--- config.mk ---
export PLATFORM = sky130hd
export DESIGN_NAME = packed_nibble_frame_deframer_top
export DESIGN_NICKNAME = d
export VERILOG_FILES = /design/src/hw/rtl/pnfd_pkg.sv /design/src/hw/rtl/packed_nibble_frame_deframer_top.sv /design/src/hw/rtl/pnfd_front.sv /design/src/hw/rtl/pnfd_queue.sv /design/src/hw/rtl/pnfd_back.sv
export SDC_FILE = /design/constraint.sdc
export NUM_CORES = 1
export LEC_CHECK = 0
export ABC_AREA = 1
export BUFFER_PORTS_ARGS = -buffer_cell sky130_fd_sc_hd__buf_2
export CORE_MARGIN = 5
export CORE_UTILIZATION = 35
export CTS_BUF_LIST = sky130_fd_sc_hd__clkbuf_4
export CTS_CLUSTER_DIAMETER = 60
export DETAILED_ROUTE_END_ITERATION = 10
export MAX_ROUTING_LAYER = met4
export SLEW_MARGIN = 20
export SYNTH_ARGS = -nofsm -noshare
export SYNTH_HDL_FRONTEND = slang
export SYNTH_HIERARCHICAL = 1
export SYNTH_SLANG_ARGS = --single-unit
--- constraint.sdc ---
create_clock -name clk -period 3.4 [get_ports clk]
set_input_delay 0.51 -clock clk [delete_from_list [all_inputs] [get_ports clk]]
set_output_delay 0.51 -clock clk [all_outputs]
set_load 0.01 [all_outputs]
--- src/hw/rtl/pnfd_pkg.sv ---
// shared types, constants and palette for the packed nibble frame deframer
package pnfd_pkg;

  localparam int FRAME_WIDTH  = 400;
  localparam int FRAME_HEIGHT = 240;
  localparam int PACKET_WORDS = 16;

  localparam logic [31:0] SYNC_WORD = 32'hbbbbbbbb;
  localparam int PIX_PER_WORD = 8;

  // internal widths
  localparam int COL_W  = (FRAME_WIDTH > 1) ? $clog2(FRAME_WIDTH) : 1;
  localparam int COL_W1 = COL_W + 1;
  localparam int ROW_W  = (FRAME_HEIGHT > 1) ? $clog2(FRAME_HEIGHT) : 1;
  localparam int PKT_W  = (PACKET_WORDS > 1) ? $clog2(PACKET_WORDS) : 1;
  localparam int FRAME_PIX = FRAME_WIDTH * FRAME_HEIGHT;
  localparam int REM_W  = $clog2(FRAME_PIX + 1);

  // position right after the sync packet
  localparam int SYNC_PIX  = PACKET_WORDS * PIX_PER_WORD;
  localparam int SYNC_COL  = SYNC_PIX % FRAME_WIDTH;
  localparam int SYNC_ROW  = SYNC_PIX / FRAME_WIDTH;
  localparam bit SYNC_FITS = (SYNC_ROW < FRAME_HEIGHT);
  localparam int REM_START = SYNC_FITS ? (FRAME_PIX - SYNC_PIX) : 0;

  // queue between front and back, depth a power of two
  localparam int QDEPTH = 2;
  localparam int QPTR_W = (QDEPTH > 1) ? $clog2(QDEPTH) : 1;
  localparam int QCNT_W = $clog2(QDEPTH + 1);

  // port widths
  localparam int IN_DATA_W  = 32;
  localparam int OUT_DATA_W = 48;

  // one captured word and how to emit it
  typedef struct packed {
    logic [31:0]      data_word;
    logic [COL_W-1:0] start_col;
    logic [ROW_W-1:0] start_row;
    logic [2:0]       last_k;      // nibble slot of the last emitted pixel
    logic             last_en;     // word_last allowed on last_k
    logic             fend;        // frame ends on last_k
  } entry_t;

  // fixed 16-color palette, {red, green, blue}
  function automatic logic [23:0] pal_rgb(input logic [3:0] idx);
    logic [23:0] rgb;
    case (idx)
      4'd1:    rgb = {8'h2b, 8'h2b, 8'h2b};
      4'd3:    rgb = {8'h60, 8'h60, 8'h60};
      4'd6:    rgb = {8'd20, 8'd130, 8'd218};
      4'd11:   rgb = {8'h40, 8'h40, 8'h40};
      4'd12:   rgb = {8'd0, 8'd200, 8'd80};
      4'd13:   rgb = {8'd200, 8'd170, 8'd0};
      4'd14:   rgb = {8'd200, 8'd0, 8'd100};
      4'd15:   rgb = {8'd255, 8'd255, 8'd255};
      default: rgb = 24'd0;
    endcase
    return rgb;
  endfunction

endpackage

--- src/hw/rtl/packed_nibble_frame_deframer_top.sv ---
// Packed nibble frame deframer. Link words arrive one per request on the in_ side; while
// hunting every word is always taken and yields nothing, until a full packet of
// sync words places capture just past the sync pixels. Each captured word then yields up to
// eight pixels, one per cycle unless out_tready stalls the output, each with its raster
// position, palette index and color; pixels leave through the single pixel output register.
// The front end takes a new word in the next cycle as long as the two-entry queue has
// room, so a stalled output side holds at most two queued words plus the pixel being
// shown. After the last pixel of the frame (out_tlast) the block hunts for sync again;
// pixels after the frame end are dropped.
module packed_nibble_frame_deframer_top (
  input  logic        clk,
  input  logic        rst_n,
  input  logic        in_tvalid,
  output logic        in_tready,
  input  logic [31:0] in_tdata,    // [31:0] data_word
  output logic        out_tvalid,
  input  logic        out_tready,
  output logic [47:0] out_tdata,   // [8:0] pixel_x, [16:9] pixel_y, [20:17] palette_index,
                                   // [28:21] red, [36:29] green, [44:37] blue, rest zero
  output logic        out_tuser,   // [0] word_last
  output logic        out_tlast    // frame_end
);
  import pnfd_pkg::*;

  entry_t push_entry, head;
  logic   push, pop, head_valid, q_full;

  // sync hunt and word classification
  pnfd_front u_front (
    .clk       (clk),
    .rst_n     (rst_n),
    .in_tvalid (in_tvalid),
    .in_tready (in_tready),
    .in_tdata  (in_tdata),
    .q_full    (q_full),
    .q_push    (push),
    .q_entry   (push_entry)
  );

  // decoupling queue
  pnfd_queue u_queue (
    .clk        (clk),
    .rst_n      (rst_n),
    .push       (push),
    .push_entry (push_entry),
    .pop        (pop),
    .head       (head),
    .head_valid (head_valid),
    .full       (q_full)
  );

  // pixel emission
  pnfd_back u_back (
    .clk        (clk),
    .rst_n      (rst_n),
    .head       (head),
    .head_valid (head_valid),
    .pop        (pop),
    .out_tvalid (out_tvalid),
    .out_tready (out_tready),
    .out_tdata  (out_tdata),
    .out_tuser  (out_tuser),
    .out_tlast  (out_tlast)
  );

endmodule

--- src/hw/rtl/pnfd_front.sv ---
// front end: sync hunt, frame position tracking and per-word classification
module pnfd_front (
  input  logic             clk,
  input  logic             rst_n,
  input  logic             in_tvalid,
  output logic             in_tready,
  input  logic [31:0]      in_tdata,
  input  logic             q_full,
  output logic             q_push,
  output pnfd_pkg::entry_t q_entry
);
  import pnfd_pkg::*;

  logic             hunting_r, hunting_nxt;
  logic [PKT_W-1:0] wip_r, wip_nxt;
  logic             all_sync_r, all_sync_nxt;
  logic [COL_W-1:0] col_r, col_nxt;
  logic [ROW_W-1:0] row_r, row_nxt;
  logic [REM_W-1:0] rem_r, rem_nxt;

  logic              accept;
  logic              all_now;
  logic              rem_ge8, rem_le8;
  logic [COL_W1-1:0] col_sum;

  // hunting words never queue, so they are always taken
  assign in_tready = hunting_r | ~q_full;
  assign accept    = in_tvalid & in_tready;
  assign q_push    = accept & ~hunting_r;

  assign all_now = all_sync_r & (in_tdata == SYNC_WORD);
  assign rem_ge8 = (rem_r >= REM_W'(PIX_PER_WORD));
  assign rem_le8 = (rem_r <= REM_W'(PIX_PER_WORD));
  assign col_sum = {1'b0, col_r} + COL_W1'(PIX_PER_WORD);

  // entry for the back end
  always_comb begin
    q_entry.data_word = in_tdata;
    q_entry.start_col = col_r;
    q_entry.start_row = row_r;
    q_entry.last_k    = rem_ge8 ? 3'd7 : 3'(rem_r - REM_W'(1));
    q_entry.last_en   = rem_ge8;
    q_entry.fend      = rem_le8;
  end

  // next state
  always_comb begin
    hunting_nxt  = hunting_r;
    wip_nxt      = wip_r;
    all_sync_nxt = all_sync_r;
    col_nxt      = col_r;
    row_nxt      = row_r;
    rem_nxt      = rem_r;
    if (accept) begin
      if (hunting_r) begin
        if (wip_r == PKT_W'(PACKET_WORDS - 1)) begin
          wip_nxt      = '0;
          all_sync_nxt = 1'b1;
          if (all_now && SYNC_FITS) begin
            hunting_nxt = 1'b0;
            col_nxt     = COL_W'(SYNC_COL);
            row_nxt     = ROW_W'(SYNC_ROW);
            rem_nxt     = REM_W'(REM_START);
          end
        end else begin
          wip_nxt      = wip_r + PKT_W'(1);
          all_sync_nxt = all_now;
        end
      end else if (rem_le8) begin
        // frame done with this word
        hunting_nxt  = 1'b1;
        wip_nxt      = '0;
        all_sync_nxt = 1'b1;
        col_nxt      = '0;
        row_nxt      = '0;
      end else begin
        rem_nxt = rem_r - REM_W'(PIX_PER_WORD);
        if (col_sum >= COL_W1'(FRAME_WIDTH)) begin
          col_nxt = COL_W'(col_sum - COL_W1'(FRAME_WIDTH));
          row_nxt = row_r + ROW_W'(1);
        end else begin
          col_nxt = COL_W'(col_sum);
        end
      end
    end
  end

  // state registers
  always_ff @(posedge clk) begin
    if (!rst_n) begin
      hunting_r  <= 1'b1;
      wip_r      <= '0;
      all_sync_r <= 1'b1;
      col_r      <= '0;
      row_r      <= '0;
      rem_r      <= '0;
    end else begin
      hunting_r  <= hunting_nxt;
      wip_r      <= wip_nxt;
      all_sync_r <= all_sync_nxt;
      col_r      <= col_nxt;
      row_r      <= row_nxt;
      rem_r      <= rem_nxt;
    end
  end

endmodule

--- src/hw/rtl/pnfd_queue.sv ---
// two-entry word queue between front and back end
module pnfd_queue (
  input  logic             clk,
  input  logic             rst_n,
  input  logic             push,
  input  pnfd_pkg::entry_t push_entry,
  input  logic             pop,
  output pnfd_pkg::entry_t head,
  output logic             head_valid,
  output logic             full
);
  import pnfd_pkg::*;

  entry_t            mem_r [QDEPTH];
  logic [QPTR_W-1:0] wr_ptr_r, wr_ptr_nxt;
  logic [QPTR_W-1:0] rd_ptr_r, rd_ptr_nxt;
  logic [QCNT_W-1:0] cnt_r, cnt_nxt;

  assign head       = mem_r[rd_ptr_r];
  assign head_valid = (cnt_r != '0);
  assign full       = (cnt_r == QCNT_W'(QDEPTH));

  // pointer and fill count update
  always_comb begin
    wr_ptr_nxt = push ? wr_ptr_r + QPTR_W'(1) : wr_ptr_r;
    rd_ptr_nxt = pop ? rd_ptr_r + QPTR_W'(1) : rd_ptr_r;
    cnt_nxt    = cnt_r + QCNT_W'(push) - QCNT_W'(pop);
  end

  always_ff @(posedge clk) begin
    if (!rst_n) begin
      wr_ptr_r <= '0;
      rd_ptr_r <= '0;
      cnt_r    <= '0;
    end else begin
      wr_ptr_r <= wr_ptr_nxt;
      rd_ptr_r <= rd_ptr_nxt;
      cnt_r    <= cnt_nxt;
    end
  end

  // entry storage
  always_ff @(posedge clk) begin
    if (push) begin
      mem_r[wr_ptr_r] <= push_entry;
    end
  end

endmodule

--- src/hw/rtl/pnfd_back.sv ---
// back end: nibble walk, palette lookup and output register
module pnfd_back (
  input  logic             clk,
  input  logic             rst_n,
  input  pnfd_pkg::entry_t head,
  input  logic             head_valid,
  output logic             pop,
  output logic             out_tvalid,
  input  logic             out_tready,
  output logic [47:0]      out_tdata,
  output logic             out_tuser,
  output logic             out_tlast
);
  import pnfd_pkg::*;

  logic [2:0]       k_r, k_nxt;
  logic [COL_W-1:0] col_r, col_nxt;
  logic [ROW_W-1:0] row_r, row_nxt;
  logic             out_valid_r, out_valid_nxt;

  logic [8:0]  x_r;
  logic [7:0]  y_r;
  logic [3:0]  idx_r;
  logic [23:0] rgb_r;
  logic        wl_r, fe_r;

  logic              adv, emit, at_last;
  logic [COL_W-1:0]  cur_col;
  logic [ROW_W-1:0]  cur_row;
  logic [COL_W1-1:0] col_inc;
  logic [3:0]        nib;

  // output register frees when empty or taken
  assign adv     = ~out_valid_r | out_tready;
  assign emit    = adv & head_valid;
  assign at_last = (k_r == head.last_k);
  assign pop     = emit & at_last;

  // first nibble of a word starts from the queued position
  assign cur_col = (k_r == 3'd0) ? head.start_col : col_r;
  assign cur_row = (k_r == 3'd0) ? head.start_row : row_r;
  assign col_inc = {1'b0, cur_col} + COL_W1'(1);

  // nibble order 3,2,1,0,7,6,5,4
  assign nib = head.data_word[{k_r[2], ~k_r[1:0], 2'b00} +: 4];

  // walk state
  always_comb begin
    k_nxt         = k_r;
    col_nxt       = col_r;
    row_nxt       = row_r;
    out_valid_nxt = adv ? head_valid : 1'b1;
    if (emit) begin
      k_nxt = at_last ? 3'd0 : k_r + 3'd1;
      if (col_inc >= COL_W1'(FRAME_WIDTH)) begin
        col_nxt = '0;
        row_nxt = cur_row + ROW_W'(1);
      end else begin
        col_nxt = COL_W'(col_inc);
        row_nxt = cur_row;
      end
    end
  end

  always_ff @(posedge clk) begin
    if (!rst_n) begin
      k_r         <= 3'd0;
      col_r       <= '0;
      row_r       <= '0;
      out_valid_r <= 1'b0;
    end else begin
      k_r         <= k_nxt;
      col_r       <= col_nxt;
      row_r       <= row_nxt;
      out_valid_r <= out_valid_nxt;
    end
  end

  // pixel payload
  always_ff @(posedge clk) begin
    if (emit) begin
      x_r   <= 9'(cur_col);
      y_r   <= 8'(cur_row);
      idx_r <= nib;
      rgb_r <= pal_rgb(nib);
      wl_r  <= head.last_en & at_last;
      fe_r  <= head.fend & at_last;
    end
  end

  assign out_tvalid = out_valid_r;
  assign out_tdata  = {3'b000, rgb_r[7:0], rgb_r[15:8], rgb_r[23:16], idx_r, y_r, x_r};
  assign out_tuser  = wl_r;
  assign out_tlast  = fe_r;

endmodule

==> results of run 1 <==
[power breakdown]
part / leakage, nW / internal, mW / switching [mW]
registers: 1.85 / 2.70 / 0.00248
clock network: 0.459 / 1.29 / 0.989
logic: 2.49 / 0.0256 / 0.0469
[final timing paths]
kind                          from              endpoint  slack, ns  cells after the start
setup / recovery              flop       u_back/rgb_r[6]       0.58                     10
hold / removal        in_tdata[13]  u_queue/mem_r[0][35]       0.07                      1
setup reg to reg              flop       u_back/rgb_r[6]       0.58                     10
hold reg to reg   u_front/wip_r[2]      u_front/wip_r[2]       0.46                      2
[critical path: cells and delay by family, from the launching register on]
kind,cells,cell delay [ns]
AO/OA/AOI/OAI,4,0.87
flip-flops,1,0.52
adder cells (fa/ha/maj),1,0.25
multiplexers,1,0.20
AND/OR/NAND/NOR,1,0.22
buffers and inverters,3,0.49
[placed cells by master (no fill, tap or decap), types with 2 or more instances in the layout]
cell and instances:
a21oi_1 47, a21oi_2 9, buf_2 84, buf_4 14
clkbuf_4 92, clkinv_1 14, conb_1 9, dfxtp_1 59
dlygate4sd3_1 3, edfxtp_1 148, ha_1 16, inv_1 99
inv_2 6, inv_4 2, mux2_2 4, mux2_4 50
nand2_1 236, nand2_2 21, nand2_4 4, nand3_1 61
nand3_2 7, nand3b_1 3, nand4_1 7, nor2_1 86
nor2_2 6, nor2_4 5, nor3_1 8, o211ai_1 2
o21a_1 2, o21ai_0 31, o21ai_1 3, o21ai_2 4
o221ai_1 2, o22ai_1 6, or2_1 2, or2_2 3
xnor2_1 10, xor2_1 7
[cell type report]
type,instances,area share (%)
repair buffers,102,4.88
multi-input cells,662,33.0
well taps,390,4.13
flip-flops and latches,208,47.9
clock buffers,92,5.85
diodes,1,0.0212
inverters,111,3.58
clock inverters,13,0.679
[metrics by stage]
stage	worst slack, ns	hold WS [ns]	std cells	total power, mW
global route	0.272	0.0151	1579	5.29
global placement	0.591	0.457	1470	2.82
CTS	0.526	0.00196	1578	5.16
finish	0.585	0.0704	1579	5.05
floorplan	0.679	0.437	1058	2.81
detailed placement	0.560	0.458	1470	2.82
[cell families after synthesis]
| kind of cell | after synthesis | share of synthesized area [%] |
|---|---|---|
| AOI/OAI and AO/OA | 111 | 6.19 |
| adders and majority gates | 16 | 1.89 |
| other | 3 | 0.107 |
| DFF | 208 | 53.4 |
| buffers and inverters | 188 | 10.1 |
| xor gates and xnor gates | 17 | 1.41 |
| muxes | 54 | 7.53 |
| and+or+nand+nor | 455 | 19.4 |
[metal layers]
metal | vias to the layer above | wire length [microns] | GRT usage [%]
li1 | 3663 | - | -
met1 | 3346 | 10000 | 16.6
met2 | 150 | 9550 | 19.8
met3 | 37 | 1050 | 2.75
met4 | 0 | 408 | 4.26
met5 | - | 0 | -
[flip-flops by register name, indices dropped and copies added (netlist names), named ones only]
signal and count:
u_front/row_r 8, u_back/col_r 9, u_queue/wr_ptr_r 1, u_queue/rd_ptr_r 1
u_queue/cnt_r 2, u_back/out_tuser 1, u_back/x_r 9, u_back/idx_r 4
u_front/wip_r 4, u_front/col_r 6, u_back/out_tlast 1, u_front/rem_r 14
u_back/row_r 8, u_front/hunting_r 1, u_queue/mem_r 108, u_back/k_r 3
u_back/rgb_r 17, u_front/all_sync_r 1, u_back/out_tvalid 1, u_back/y_r 8
[repair_timing]
action	in CTS	in global routing
setup endpoints to repair	0	0
endpoints found under the hold margin	4	0
hold buffers	3	0
buffers inserted	0	0
==> impl_metrics.py, run 1 <==
metrics = {
    "status": {
        "status": "completed",
    },
    "cts": {
        "numCtsBuffers": 56,
        "clkTransAtPathRegs_ns": 0.07,
        "root_buffer": "clkbuf_4",
        "cts_resized": 0,
        "cts_tree": "yes",
        "cts_buffer_depth": 3,
        "cts.sinks": 208,
        "clkLatencyLatePin_ns": 0.67,
        "h-tree-depth": 2,
    },
    "placed_design": {
        "gp_congestion": 0.834,
        "place_area_sq_mm": 0.0110,
        "io_buffers": 84,
        "dpl.hpwl_microns": 14500,
    },
    "die": {
        "chipHeight_microns": 184,
        "core_area_sq_mm": 0.0297,
        "start_util_pct": 35.6,
        "rows": 63,
        "die_x_microns": 184,
        "die_area_sq_mm": 0.0338,
        "io_pins": 88,
    },
    "sta": {
        "slew_violations": 0,
        "max_freq_mhz": 355,
        "grt_setup_unrepaired": "false",
        "clock_skew_ns": 0.0426,
        "period_needed_ns": 2.82,
        "hold_viol_final": 0,
        "period_share_pct": 82.8,
        "setup_viol": 0,
        "fin_tns_setup_ns": 0,
        "worstMarginPinSlew_ns": 0.682,
        "slew_headroom_pct": 54.5,
    },
    "synth": {
        "syn_area_per_cell_sq_um": 10.1,
        "synth-edff-count": 148,
        "synth_seq_cells": 208,
        "synth_top_area_cell": "edfxtp_1",
        "syn_inst": 1052,
        "synth_cell_types": 52,
        "synth_warnings": 6,
        "synth_ff_type": "edfxtp_1",
        "synth_area_leaders": "edfxtp_1 42%, dfxtp_1 11%, nand2_1 8.4%",
        "ys_seq_area_share_pct": 53.4,
        "yosysMostFrequentCell": "nand2_1",
        "synth-async-reset-ratio_pct": 0,
        "synthTopCellsByCount": "236 x nand2_1, 148 x edfxtp_1, 101 x inv_1, 87 x nor2_1, 61 x nand3_1",
        "syn_area_sq_mm": 0.0106,
        "synth_top_area_share_pct": 42.0,
    },
    "critical_path": {
        "cp_max_fo": 32,
        "critPathRequiredTime_ns": 3.77,
        "crit_type": "reg -> reg",
        "crit_path_frequent_cell": "inv_1",
        "critPathLaunchType": "flop",
        "critical_path.endpoint_type": "flop",
        "max_stage_delay_ns": 0.52,
        "crit_arrival_ns": 3.19,
        "cp_cell_sequence": "buf_12 > mux2_4 > o21ai_0 > o22ai_1 > inv_1 > o21ai_1 > inv_1 > ha_1 > nand3_1 > o211ai_1",
        "cpMaxStageDelayCell": "dfxtp_4",
    },
    "drt": {
        "ant_nets": 0,
        "vias": 7196,
        "drc_errors": 0,
        "drt-initial-drc-count": 527,
        "wl_per_cell_microns": 13.3,
        "wl_microns": 21000,
        "drtPass1Iterations": 7,
        "vias_per_cell": 4.56,
    },
    "cells_and_area": {
        "final_core_util_pct": 39.7,
        "multi_input_area_sq_mm": 0.00389,
        "syn_to_final_growth_pct": 11.6,
        "regArea_sq_mm": 0.00565,
        "design_area_sq_mm": 0.0118,
        "drive_above_1_share_pct": 27.0,
        "fillCellCount": 2968,
        "fin_nets": 1193,
    },
    "min_path": {
        "min_path_type": "in -> reg",
    },
    "global_routing": {
        "first_global_vias": 6972,
        "grt_first_pass_wirelength_microns": 34500,
        "grt_start_max_net_pins": 33,
        "antenna_found_initial": 1,
        "track_usage_pct": 12.7,
        "grt.overflow.total": 0,
    },
    "flow_run": {
        "cap_violations": 0,
    },
    "power_and_ir_drop": {
        "p_leak_nw": 4.80,
        "p_per_area_mw_per_mm2": 428,
        "ir_drop_uv": 212,
    },
}
No activity file was read; power rests on OpenSTA's default activity.
==> run 2: changes to the inputs <==
- ABC_AREA: 1 -> 0
- clock period: 3.4 -> 2.87 ns (I/O delays scaled with it)
==> run 2 against run 1 <==
  * Final cell count shrank 14%
  * Global-route usage grew 0.44 points
  * Sequential power grew 19%
  * Synthesized cell count shrank 24%
  * Highest routed layer unchanged
  * First-iteration DRC count shrank 30%
==> impl_metrics.py, run 2 <==
metrics = {
    "synth": {
        "synth-edff-count": 148,
        "ys_seq_area_share_pct": 55.3,
        "synth_top_area_cell": "edfxtp_1",
        "synth_top_area_share_pct": 43.6,
        "synth_seq_cells": 208,
        "synthTopCellsByCount": "148 x edfxtp_1, 60 x dfxtp_1, 60 x nand2_1, 51 x mux2_4, 50 x buf_4",
        "synth_warnings": 6,
        "syn_area_per_cell_sq_um": 12.7,
        "synth_cell_types": 75,
        "synth-async-reset-ratio_pct": 0,
        "syn_area_sq_mm": 0.0102,
        "syn_inst": 801,
        "synth_area_leaders": "edfxtp_1 44%, dfxtp_1 12%, mux2_4 7.5%",
        "synth_ff_type": "edfxtp_1",
        "yosysMostFrequentCell": "edfxtp_1",
    },
    "critical_path": {
        "crit_type": "reg -> reg",
        "max_stage_delay_ns": 0.48,
        "cp_max_fo": 18,
        "cpMaxStageDelayCell": "mux4_2",
        "cp_cell_sequence": "buf_12 > mux2_4 > mux4_2 > mux2i_1 > inv_1 > ha_1 > nand2_1 > a21boi_1 > o22ai_1",
        "critPathLaunchType": "flop",
        "crit_arrival_ns": 3.05,
        "critPathRequiredTime_ns": 3.28,
        "critical_path.endpoint_type": "flop",
    },
    "die": {
        "chipHeight_microns": 181,
        "die_x_microns": 181,
        "die_area_sq_mm": 0.0327,
        "start_util_pct": 35.4,
        "core_area_sq_mm": 0.0288,
        "rows": 62,
        "io_pins": 88,
    },
    "status": {
        "status": "completed",
    },
    "drt": {
        "drtPass1Iterations": 5,
        "drc_errors": 0,
        "wl_microns": 21000,
        "vias_per_cell": 4.88,
        "vias": 6658,
        "drt-initial-drc-count": 368,
        "ant_nets": 0,
        "wl_per_cell_microns": 15.4,
    },
    "power_and_ir_drop": {
        "p_total_mw": 5.84,
        "ir_drop_uv": 218,
        "p_leak_nw": 4.50,
        "p_per_area_mw_per_mm2": 492,
    },
    "global_routing": {
        "first_global_vias": 6581,
        "grt_first_pass_wirelength_microns": 34400,
        "antenna_found_initial": 1,
        "grt.overflow.total": 0,
        "use_met2_pct": 21.0,
        "met1_usage_pct": 16.4,
        "track_usage_pct": 13.2,
        "grt_start_max_net_pins": 49,
        "grt_use_met3_pct": 3.24,
        "busiest_layer": "met2",
    },
    "cells_and_area": {
        "largest_reg_flops": 108,
        "mostFrequentLayoutCell": "edfxtp_1",
        "largestRegisters": "u_queue/mem_r (108), u_back/rgb_r (17), u_front/rem_r (14)",
        "layout_common_cells": "148 x edfxtp_1, 84 x buf_2, 82 x clkbuf_4",
        "syn_to_final_growth_pct": 16.4,
        "drive_above_1_share_pct": 31.0,
        "fillCellCount": 2730,
        "regMostFlops": "u_queue/mem_r",
        "fin_nets": 988,
    },
    "cts": {
        "cts_tree": "yes",
        "root_buffer": "clkbuf_4",
        "numCtsBuffers": 55,
        "cts.sinks": 208,
        "clkLatencyLatePin_ns": 0.67,
        "cts_buffer_depth": 3,
        "h-tree-depth": 2,
        "clkTransAtPathRegs_ns": 0.07,
    },
    "sta": {
        "worstMarginPinSlew_ns": 0.718,
        "setup_viol": 0,
        "setup_slack_ns": 0.233,
        "slew_violations": 0,
        "period_share_pct": 91.9,
        "max_freq_mhz": 379,
        "grt_setup_unrepaired": "false",
        "slew_headroom_pct": 51.8,
        "hold_viol_final": 0,
        "fin_tns_setup_ns": 0,
        "period_needed_ns": 2.64,
        "holdWs_ns": 0.145,
        "clock_skew_ns": 0.0513,
    },
    "placed_design": {
        "io_buffers": 84,
        "dpl.hpwl_microns": 14300,
        "gp_congestion": 0.820,
        "pre_cts_ws_ns": 0.148,
    },
    "flow_run": {
        "cap_violations": 0,
    },
    "min_path": {
        "min_path_type": "in -> reg",
        "min_from": "out_tready",
    },
}
==> run 2: cell type report <==
cell class,instances,area [sq um],share of cell area (%)
multi-input cells,485,3840,32.3
flip-flops and latches,208,5650,47.6
repair buffers,155,1100,9.23
clock inverters,17,77.6,0.653
inverters,31,116,0.980
well taps,384,480,4.05
clock buffers,82,616,5.18
diodes,1,2.50,0.0211
==> run 2: kinds of logic (layout without fill, tap and decap cells) <==
group | Yosys count | count (layout) | share of synthesized area, %
flip-flops | 208 | 208 | 55.3
AND/OR/NAND/NOR | 219 | 219 | 12.1
AO/OA/AOI/OAI | 123 | 123 | 8.02
multiplexers | 94 | 94 | 12.9
buffers and inverters | 114 | 285 | 7.41
other | 3 | 10 | 0.110
adder cells (fa/ha/maj) | 16 | 16 | 1.96
XOR/XNOR | 24 | 24 | 2.20
==> run 2: what timing repair did <==
item / 4_1_cts / 5_1_grt
setup buffers: 0 / 0
resized for setup: 0 / 2
hold buffers: 32 / 0
setup endpoints to repair: 0 / 2
hold endpoints to repair: 64 / 0
==> run 2: path summary, 6_finish.rpt <==
check	endpoint	slack (ns)	cells after the start
min reg2reg	u_back/col_r[0]	0.48	2
max reg2reg	u_back/rgb_r[9]	0.23	9
min	u_back/out_tvalid	0.14	3
max	u_back/rgb_r[9]	0.23	9
==> run 2: critical path: cells and delay by family (launching register included) <==
family	cells	cell delay, ns
multiplexers	3	0.98
flip-flops	1	0.44
buffers and inverters	2	0.31
AO/OA/AOI/OAI	2	0.31
adder cells (fa/ha/maj)	1	0.25
AND/OR/NAND/NOR	1	0.09
==> run 2: layer usage <==
layer | vias up | part of all wire, %
li1 | 3244 | -
met1 | 3178 | 45
met2 | 188 | 47
met3 | 48 | 5.9
met4 | 0 | 2.4
met5 | - | 0
==> run 2: power breakdown <==
group | internal [mW] | switching (mW)
Clock | 1.31 | 1.20
Sequential | 3.19 | 0.00290
Combinational | 0.0603 | 0.0642
Total | 4.57 | 1.27
==> run 2: metrics by stage <==
step / util, % / area [sq um] / cells
6_report: 41.3 / 11900 / 1363
2_1_floorplan: - / 10200 / 807
4_1_cts: 41.2 / 11900 / 1362
5_1_grt: 41.3 / 11900 / 1363
3_5_place_dp: 37.7 / 10900 / 1231
3_3_place_gp: 37.7 / 10900 / 1231
